$ cat src/hw/rtl/cic_pkg.sv
`default_nettype none

package cic_pkg;

    localparam int DATA_W = 32;
    localparam int KIND_W = 3;
    localparam int CNT_W  = $clog2(DATA_W);

    // operator codes carried on the input tuser
    typedef enum logic [KIND_W-1:0] {
        KIND_LOAD   = 3'd0,
        KIND_ADD    = 3'd1,
        KIND_SUB    = 3'd2,
        KIND_MUL    = 3'd3,
        KIND_DIV    = 3'd4,
        KIND_EQUALS = 3'd5
    } t_kind;

    typedef enum logic [2:0] {
        ST_IDLE,
        ST_EXEC,
        ST_DIV,
        ST_FIX,
        ST_EMIT
    } t_state;

    typedef enum logic [2:0] {
        DP_NONE,
        DP_LOAD,
        DP_ADD,
        DP_SUB,
        DP_MUL,
        DP_DIV_INIT,
        DP_DIV_STEP,
        DP_DIV_FIX
    } t_dp_op;

    typedef struct packed {
        logic   capture;
        t_dp_op op;
        logic   emit;
        logic   emit_err;
    } t_cmd;

    typedef struct packed {
        t_kind kind;
        logic  opnd_zero;
        logic  div_last;
        logic  out_free;
    } t_status;

endpackage

`default_nettype wire

$ cat src/hw/rtl/cic_ctrl.sv
`default_nettype none

module cic_ctrl (
    input  wire logic             i_clk,
    input  wire logic             i_rst_n,
    input  wire logic             i_valid,
    output logic                  o_ready,
    input  wire cic_pkg::t_status i_status,
    output cic_pkg::t_cmd         o_cmd
);
    import cic_pkg::*;

    t_state r_state, n_state;
    logic   r_active, n_active;
    logic   r_err, n_err;

    always_ff @(posedge i_clk) begin
        if (!i_rst_n) begin
            r_state  <= ST_IDLE;
            r_active <= 1'b0;
            r_err    <= 1'b0;
        end else begin
            r_state  <= n_state;
            r_active <= n_active;
            r_err    <= n_err;
        end
    end

    always_comb begin
        n_state         = r_state;
        n_active        = r_active;
        n_err           = r_err;
        o_ready         = 1'b0;
        o_cmd.capture   = 1'b0;
        o_cmd.op        = DP_NONE;
        o_cmd.emit      = 1'b0;
        o_cmd.emit_err  = 1'b0;
        unique case (r_state)
            ST_IDLE: begin
                o_ready = 1'b1;
                if (i_valid) begin
                    o_cmd.capture = 1'b1;
                    n_state       = ST_EXEC;
                end
            end
            ST_EXEC: begin
                n_state = ST_IDLE;
                priority if (i_status.kind == KIND_LOAD) begin
                    o_cmd.op = DP_LOAD;
                    n_active = 1'b1;
                end else if (!r_active) begin
                    // closed expression: item dropped
                    o_cmd.op = DP_NONE;
                end else begin
                    unique case (i_status.kind)
                        KIND_ADD: o_cmd.op = DP_ADD;
                        KIND_SUB: o_cmd.op = DP_SUB;
                        KIND_MUL: o_cmd.op = DP_MUL;
                        KIND_DIV: begin
                            if (i_status.opnd_zero) begin
                                n_err   = 1'b1;
                                n_state = ST_EMIT;
                            end else begin
                                o_cmd.op = DP_DIV_INIT;
                                n_state  = ST_DIV;
                            end
                        end
                        KIND_EQUALS: begin
                            n_err   = 1'b0;
                            n_state = ST_EMIT;
                        end
                        default: begin
                            n_err   = 1'b1;
                            n_state = ST_EMIT;
                        end
                    endcase
                end
            end
            ST_DIV: begin
                o_cmd.op = DP_DIV_STEP;
                if (i_status.div_last) begin
                    n_state = ST_FIX;
                end
            end
            ST_FIX: begin
                o_cmd.op = DP_DIV_FIX;
                n_state  = ST_IDLE;
            end
            ST_EMIT: begin
                if (i_status.out_free) begin
                    o_cmd.emit     = 1'b1;
                    o_cmd.emit_err = r_err;
                    n_active       = 1'b0;
                    n_state        = ST_IDLE;
                end
            end
            default: n_state = ST_IDLE;
        endcase
    end

    // a result only leaves while an expression is open
    assert property (@(posedge i_clk) disable iff (!i_rst_n)
        o_cmd.emit |-> r_active)
        else $error("result emitted with no open expression");

    // an accepted item is executed in the next cycle
    assert property (@(posedge i_clk) disable iff (!i_rst_n)
        (i_valid && o_ready) |=> (r_state == ST_EXEC))
        else $error("accepted item not executed");

    // the last quotient step leads to the sign fix-up
    assert property (@(posedge i_clk) disable iff (!i_rst_n)
        (r_state == ST_DIV && i_status.div_last) |=> (r_state == ST_FIX))
        else $error("divide did not finish with sign fix-up");

endmodule

`default_nettype wire

$ cat src/hw/rtl/cic_dp.sv
`default_nettype none

module cic_dp (
    input  wire logic                                i_clk,
    input  wire logic                                i_rst_n,
    input  wire logic [cic_pkg::KIND_W-1:0]          i_kind,
    input  wire logic signed [cic_pkg::DATA_W-1:0]   i_operand,
    input  wire cic_pkg::t_cmd                       i_cmd,
    output cic_pkg::t_status                         o_status,
    output logic                                     o_valid,
    input  wire logic                                i_ready,
    output logic signed [cic_pkg::DATA_W-1:0]        o_value,
    output logic                                     o_error
);
    import cic_pkg::*;

    logic [KIND_W-1:0] r_kind;
    logic [DATA_W-1:0] r_opnd;
    logic [DATA_W-1:0] r_acc, n_acc;
    logic [DATA_W-1:0] r_rem, r_quo, r_den;
    logic              r_neg;
    logic [CNT_W-1:0]  r_cnt;
    logic              r_out_valid;
    logic [DATA_W-1:0] r_out_value;
    logic              r_out_err;

    logic [2*DATA_W-1:0] prod;
    logic [DATA_W-1:0]   acc_mag, opnd_mag;
    logic [DATA_W:0]     rem_sh, diff;
    logic                fits;

    assign prod     = r_acc * r_opnd;
    assign acc_mag  = r_acc[DATA_W-1] ? (~r_acc + 1'b1) : r_acc;
    assign opnd_mag = r_opnd[DATA_W-1] ? (~r_opnd + 1'b1) : r_opnd;
    assign rem_sh   = {r_rem, r_quo[DATA_W-1]};
    assign diff     = rem_sh - {1'b0, r_den};
    assign fits     = !diff[DATA_W];

    always_comb begin
        n_acc = r_acc;
        unique case (i_cmd.op)
            DP_LOAD:    n_acc = r_opnd;
            DP_ADD:     n_acc = r_acc + r_opnd;
            DP_SUB:     n_acc = r_acc - r_opnd;
            DP_MUL:     n_acc = prod[DATA_W-1:0];
            DP_DIV_FIX: n_acc = r_neg ? (~r_quo + 1'b1) : r_quo;
            default:    n_acc = r_acc;
        endcase
    end

    always_ff @(posedge i_clk) begin
        if (!i_rst_n) begin
            r_acc       <= '0;
            r_out_valid <= 1'b0;
        end else begin
            r_acc <= n_acc;
            if (i_cmd.emit) begin
                r_out_valid <= 1'b1;
            end else if (i_ready) begin
                r_out_valid <= 1'b0;
            end
        end
    end

    always_ff @(posedge i_clk) begin
        if (i_cmd.capture) begin
            r_kind <= i_kind;
            r_opnd <= i_operand;
        end
        if (i_cmd.op == DP_DIV_INIT) begin
            r_rem <= '0;
            r_quo <= acc_mag;
            r_den <= opnd_mag;
            r_neg <= r_acc[DATA_W-1] ^ r_opnd[DATA_W-1];
            r_cnt <= '0;
        end else if (i_cmd.op == DP_DIV_STEP) begin
            r_rem <= fits ? diff[DATA_W-1:0] : rem_sh[DATA_W-1:0];
            r_quo <= {r_quo[DATA_W-2:0], fits};
            r_cnt <= r_cnt + 1'b1;
        end
        if (i_cmd.emit) begin
            r_out_value <= i_cmd.emit_err ? '0 : r_acc;
            r_out_err   <= i_cmd.emit_err;
        end
    end

    assign o_status.kind      = t_kind'(r_kind);
    assign o_status.opnd_zero = (r_opnd == '0);
    assign o_status.div_last  = (r_cnt == CNT_W'(DATA_W - 1));
    assign o_status.out_free  = !r_out_valid || i_ready;

    assign o_valid = r_out_valid;
    assign o_value = r_out_value;
    assign o_error = r_out_err;

    // a new result never overwrites one still waiting
    assert property (@(posedge i_clk) disable iff (!i_rst_n)
        i_cmd.emit |-> (!r_out_valid || i_ready))
        else $error("result register overwritten");

    // error results carry a zero value
    assert property (@(posedge i_clk) disable iff (!i_rst_n)
        (r_out_valid && r_out_err) |-> (r_out_value == '0))
        else $error("error result with nonzero value");

endmodule

`default_nettype wire

$ cat src/hw/rtl/chained_integer_calculator.sv
`default_nettype none

// channel   dir  tdata                  tuser
// s_axis    in   [31:0] operand (s32)   [2:0] kind
// m_axis    out  [31:0] value (s32)     [0] error
//
// one item at a time; s_axis_tready is high only while the block is idle
// load, add, subtract, multiply and ignored items: accept, then execute
// divide: accept, execute, then the shift-subtract divider (32 quotient
// bits, one per cycle, then a sign fix-up step); divide by zero is an error item
// equals and error items: accept, execute, emit, plus any wait for the result register
// the result register holds one item; a stalled m_axis holds back only an
// item that emits a result
// synchronous active-low reset closes the expression and clears the accumulator

module chained_integer_calculator (
    input  wire logic                         i_clk,
    input  wire logic                         i_rst_n,
    input  wire logic                         s_axis_tvalid,
    output logic                              s_axis_tready,
    input  wire logic [cic_pkg::DATA_W-1:0]   s_axis_tdata,  // [31:0] operand
    input  wire logic [cic_pkg::KIND_W-1:0]   s_axis_tuser,  // [2:0] kind
    output logic                              m_axis_tvalid,
    input  wire logic                         m_axis_tready,
    output logic [cic_pkg::DATA_W-1:0]        m_axis_tdata,  // [31:0] value
    output logic [0:0]                        m_axis_tuser   // [0] error
);
    import cic_pkg::*;

    t_cmd                     cmd;
    t_status                  status;
    logic signed [DATA_W-1:0] value;
    logic                     error;

    // sequencer: decode, divide iterations, result hand-off
    cic_ctrl u_ctrl (
        .i_clk    (i_clk),
        .i_rst_n  (i_rst_n),
        .i_valid  (s_axis_tvalid),
        .o_ready  (s_axis_tready),
        .i_status (status),
        .o_cmd    (cmd)
    );

    // accumulator, multiplier, divider and result register
    cic_dp u_dp (
        .i_clk     (i_clk),
        .i_rst_n   (i_rst_n),
        .i_kind    (s_axis_tuser),
        .i_operand (s_axis_tdata),
        .i_cmd     (cmd),
        .o_status  (status),
        .o_valid   (m_axis_tvalid),
        .i_ready   (m_axis_tready),
        .o_value   (value),
        .o_error   (error)
    );

    assign m_axis_tdata    = value;
    assign m_axis_tuser[0] = error;

endmodule

`default_nettype wire
$ cat config.mk
export PLATFORM = sky130hd
export DESIGN_NAME = chained_integer_calculator
export DESIGN_NICKNAME = d
export VERILOG_FILES = /design/src/hw/rtl/cic_pkg.sv /design/src/hw/rtl/cic_ctrl.sv /design/src/hw/rtl/cic_dp.sv /design/src/hw/rtl/chained_integer_calculator.sv
export SDC_FILE = /design/constraint.sdc
export NUM_CORES = 2
export LEC_CHECK = 0
export BUFFER_PORTS_ARGS = -buffer_cell sky130_fd_sc_hd__buf_4
export CAP_MARGIN = 10
export CORE_ASPECT_RATIO = 0.6
export CORE_MARGIN = 1.5
export CORE_UTILIZATION = 35
export DETAILED_ROUTE_END_ITERATION = 7
export GPL_ROUTABILITY_DRIVEN = 0
export HOLD_SLACK_MARGIN = 0.06
export PLACE_DENSITY = 0.62
export SLEW_MARGIN = 10
export SYNTH_ARGS = -nofsm -noshare
export SYNTH_HDL_FRONTEND = slang
export SYNTH_SLANG_ARGS = --single-unit
$ cat constraint.sdc
create_clock -name i_clk -period 11.8 [get_ports i_clk]
set_input_delay 2.36 -clock i_clk [delete_from_list [all_inputs] [get_ports i_clk]]
set_output_delay 2.36 -clock i_clk [all_outputs]
set_load 0.1 [all_outputs]
After elaboration in Yosys (flattened, before gate mapping):

Cells that the tools add are included.

* register bits: 208
* input port bits: 39

* $add $sub $neg: 7
* $mul: 1
* equality and inequality tests: 22
* multiplexer cells: 32
* bitwise gates (word level): 6
* reductions and logical operators: 14

Operator list (number)
* $mux 32: 5
* $pmux 32 s5: 1
* $add 32x1->32 const B: 3
* $not 32->32: 3
* $sub 33x32->33: 1
* $add 32x32->32: 1
* $logic_not 32->1: 1
* $mul 32x32->32: 1
* $sub 32x32->32: 1
* $mux 31: 1
* $mux 3: 9
* $pmux 3 s4: 2
* $eq 3x3->1 const B: 7
* $eq 3x2->1 const B: 6
* $eq 3x1->1 const B: 3
* $pmux 3 s3: 1
* $mux 1: 8
* $ne 2x2->1 const B: 4
* $logic_not 3->1: 2
* $pmux 3 s2: 1
* $reduce_and 3->1: 2
* $reduce_bool 2->1: 3
* $add 5x1->5 const B: 1
* $eq 5x5->1 const B: 1
* other kinds (11): 14

Longest topological paths before layout:

* depth in word-level cells: 9
* depth in mapped cells: 27
* depth with buffers taken out: 25

Modules after synthesis:

A second synthesis with hierarchy kept.

* cell total of the unflattened synthesis: 3314
* area, all modules: 29863.6 um2

By module, submodules not included
* cic_dp: times used 1, cells an instance 3272, area each 29510.8 um2
* cic_ctrl: times used 1, cells an instance 42, area each 352.8 um2

Worst setup path before layout:

OpenSTA, ideal clock, no wires.

* kind: reg-to-reg
* start point: register u_dp.r_opnd[5]
* end point: register u_dp.r_acc[31]
* arrival time: 6.794 ns
* required time: 11.682 ns
* slack: 4.888 ns
* cell stages (with the launch flop): 26
* cells stage by stage: edfxtp_1 clkbuf_1 clkbuf_1 and2_1 fa_1 fa_1 fa_1 inv_1 fa_1 inv_1 fa_1 inv_1 fa_1 inv_1 fa_1 fa_1 ha_1 a21o_1 o21bai_1 a2bb2oi_1 nand2_1 a211o_1 a31oi_1 o21ai_0 xnor2_1 o2bb2ai_1

* cells in the longest elaborated chain, start to end: 8
* elaborated cells between the ends (all ways): 16

Ends and longest elaborated chain
* start, declared: RTL line cic_dp.sv:18 `logic [DATA_W-1:0] r_opnd;`
* start signal, assigned: RTL line cic_dp.sv:68 `r_opnd <= i_operand;`
* branches (longest 8 deep; another with $mul 32x32->32)
* end signal, assigned: RTL line cic_dp.sv:56 `r_acc <= n_acc;`
* end, declared: RTL line cic_dp.sv:19 `logic [DATA_W-1:0] r_acc, n_acc;`

Several ways; the timed one is not identified.
A chain may end at the register's enable or synchronous reset.

Worst setup path after layout:

* start point: register u_dp.r_acc[14]
* end point: register u_dp.r_acc[31]

* cells in the longest elaborated chain, start to end: 2
* elaborated cells between the ends (all ways): 4

Ends and longest elaborated chain
* $mul 32x32->32 (tied with other cells): RTL line cic_dp.sv:32 `assign prod = r_acc * r_opnd;`
* $pmux 32 s5 (*): RTL line cic_dp.sv:41 `unique case (i_cmd.op)`

Every way passes the cells marked *; elsewhere a longest branch is shown, timed or not.

==> qor.yml <==
io_buffer_count: 73
finalNonFillerCells: 4399
fin_skew_ns: 0.0449
rows: 82
dp_hpwl_um: 68300
min-delay-start: "u_dp.r_cnt[4]"
cp-start-kind: "flip-flop"
path_cells: "and2_1 > fa_1 > inv_1 > fa_1 > fa_1 > fa_1 > inv_1 > fa_1 > inv_1 > fa_1 > inv_1 > fa_1 > fa_1 > ha_1 > and4_1 > o21ai_0 > a2bb2oi_1 > nand2_1 > a211o_1 > a31oi_1 > o21ai_0 > xnor2_1 > o2bb2ai_1"
layout-drive-gt1-share_pct: 6.77
wl_per_cell_um: 21.2
required_ns: 12.25
finalHoldViolCount: 0
synth_warnings: 0
cts_buffers: 25
post_cts_buffers: 0
clock_latency_ns: 0.60
grt_remaining_overflow: 0
ir_drop_uv: 107
grt_pass1_vias: 23183
syn_nets: 3921
finalSetupTns_ns: 0
grt_max_degree: 62
io_pins: 74
netlist_area_sq_mm: 0.0297
power-per-cell-area_mw_per_mm2: 71.4
worstSetupEndpointType: "flip-flop"
maxCapViolCount: 0
min_path_cells: 2
synthTopCellsByArea: "fa_1, edfxtp_1, ha_1"
vias: 23681
min_path_type: "reg -> reg"
die_area_sq_mm: 0.0867
drc: 0
hold_buffers: 0
synth_edf_count: 133
rsz0062_at_grt: "no"
clk_path_buf_depth: 3
htreeDepth: 1
fmax_ghz: 0.130
ys_ff_latch: 208
syn_inst: 3280
cts_resized: 0
synth.avg_cell_area_sq_um: 9.05
start_util_pct: 35.5
antenna_cells: 0
die_h_um: 229
synth_flop_cell: "edfxtp_1"
grt_usage_pct: 21.8
die_w_um: 379
ys_types: 81
preCtsSetupSlack_ns: 4.31
dr.pass1.iters: 6
core_area_sq_mm: 0.0837
synthToLayoutAreaGrowth_pct: 8.69
r2r_start: "u_dp.r_acc[14]"
place_inst: 4353
worstMarginPinSlew_ns: 1.16
root_buffer: "clkbuf_16"
finalSetupViolCount: 0
cts_sinks: 208
drt_wl_total_um: 93100
final_antenna_net_count: 0
outcome: "finished clean"
drt_iter0_markers: 2640
yosysSeqAreaShare_pct: 18.5
drv_slew: 0
slowest_stage: "dfxtp_1"
tritoncts: "yes"
critPathLaunch: "u_dp.r_acc[14]"
clkSlewWorstSetupHoldPaths_ns: 0.07
antenna_found_initial: 5
crit_arrival_ns: 8.14
fin_crit_sh_pct: 65.2
synth_area_leader_cell: "fa_1"
crit_top_cell: "fa_1"
critPathMaxFanout: 25
final_nets: 3887
viasPerCell: 5.38
path_class: "reg -> reg"
max_stage_delay_ns: 1.06
grt_pass1_wl_um: 145000
synth_top_cell_area_share_pct: 27.6
p_leak_nw: 14.7
setup_ws_ns: 4.10
synthArstFlopShare_pct: 0
worst-r2r-cell-count: 23
period_minus_slack_ns: 7.70
maxSlewHeadroom_pct: 22.7
layer usage:
metal  part of all wire (%)  GRT usage, %  vias up
li1                       -             -    10572
met1                     48          35.4    11744
met2                     38          28.9     1268
met3                     12          5.29       97
met4                    1.6          3.09        0
met5                      0             0        -
flip-flops by register name, summed over array words and instances, names as in the netlist:
name	cells
u_dp.r_neg	1
u_ctrl.r_active	1
u_dp.o_valid	1
u_dp.o_value	32
u_dp.r_rem	32
u_dp.r_quo	32
u_ctrl.r_err	1
u_dp.r_den	32
u_dp.r_opnd	32
u_ctrl.r_state	3
u_dp.r_cnt	5
u_dp.r_kind	3
u_dp.r_acc	32
u_dp.o_error	1
final timing paths:
path | slack (ns) | endpoint
setup reg to reg | 4.10 | u_dp.r_acc[31]
hold / removal | 0.47 | u_dp.r_cnt[4]
hold reg to reg | 0.47 | u_dp.r_cnt[4]
setup / recovery | 4.10 | u_dp.r_acc[31]
critical path: cells and delay by family (launching register included):
family	cells	cell delay, ns
simple gates	3	0.70
compound gates	6	1.22
flops	1	1.06
buf+inv	4	0.23
xor+xnor	1	0.17
fa+ha+maj	9	4.14
logic make-up after synthesis:
kind of cell               count (synthesis)  synth area share (%)
and+or+nand+nor                         1040                  17.9
buffers and inverters                    647                  8.19
adders and majority gates                602                  35.7
AOI/OAI and AO/OA                        501                  11.1
xor gates and xnor gates                 243                  7.17
DFF                                      208                  18.5
muxes                                     39                  1.33
synthesized netlist by cell type, types with 12 or more instances:
master,n
clkbuf_1,198
xor2_1,104
fa_1,410
or3_1,20
xnor2_1,139
and2_1,346
a21oi_1,123
and3_1,19
dfxtp_1,75
inv_1,438
nand4_1,12
o21ai_0,117
mux2i_1,35
edfxtp_1,133
nand3_1,19
o31ai_1,31
or4_1,17
o21bai_1,14
o21a_1,18
ha_1,192
nor2b_1,14
nand2_1,366
nor3_1,26
a31oi_1,23
nor2_1,129
a21o_1,31
o41ai_1,17
nand2b_1,24
layout make-up:
type | instances | area, sq um
well taps | 1134 | 1420
clock buffers | 31 | 679
fillers | 8442 | 51400
flip-flops and latches | 208 | 5500
multi-input cells | 2425 | 21800
clock inverters | 15 | 156
repair buffers | 146 | 1100
inverters | 440 | 1650
stage by stage:
stage                     util (%)  hold slack, ns  area (sq um)  power (mW)
final                         38.6           0.467         32300        2.30
after detailed placement      37.6           0.462         31400        1.48
after global placement        37.6           0.450         31400        1.47
after global routing          38.6           0.505         32300        2.42
after CTS                     38.6           0.472         32300        2.31
after floorplan                  -           0.440         29700        1.28
report_power, final:
part | internal [mW] | switching [mW] | leakage, nW | total (mW)
Sequential | 0.801 | 0.0374 | 1.85 | 0.839
Combinational | 0.249 | 0.394 | 12.4 | 0.643
Clock | 0.459 | 0.362 | 0.413 | 0.821
cell usage in the layout, fill, tap and decap left out, types with 17 or more instances in the layout:
cell type / synthesis / final
a21o_1: 31 / 31
a21oi_1: 123 / 123
a31oi_1: 23 / 23
and2_1: 346 / 345
and3_1: 19 / 18
buf_4: 0 / 146
clkbuf_16: 0 / 26
dfxtp_1: 75 / 75
edfxtp_1: 133 / 133
fa_1: 410 / 410
ha_1: 192 / 192
inv_1: 438 / 438
mux2i_1: 35 / 35
nand2_1: 366 / 366
nand2b_1: 24 / 24
nand3_1: 19 / 19
nor2_1: 129 / 128
nor3_1: 26 / 26
o21a_1: 18 / 18
o21ai_0: 117 / 117
o31ai_1: 31 / 31
o41ai_1: 17 / 17
or3_1: 20 / 20
or4_1: 17 / 17
xnor2_1: 139 / 139
xor2_1: 104 / 104
(Power assumes the default switching activity.)
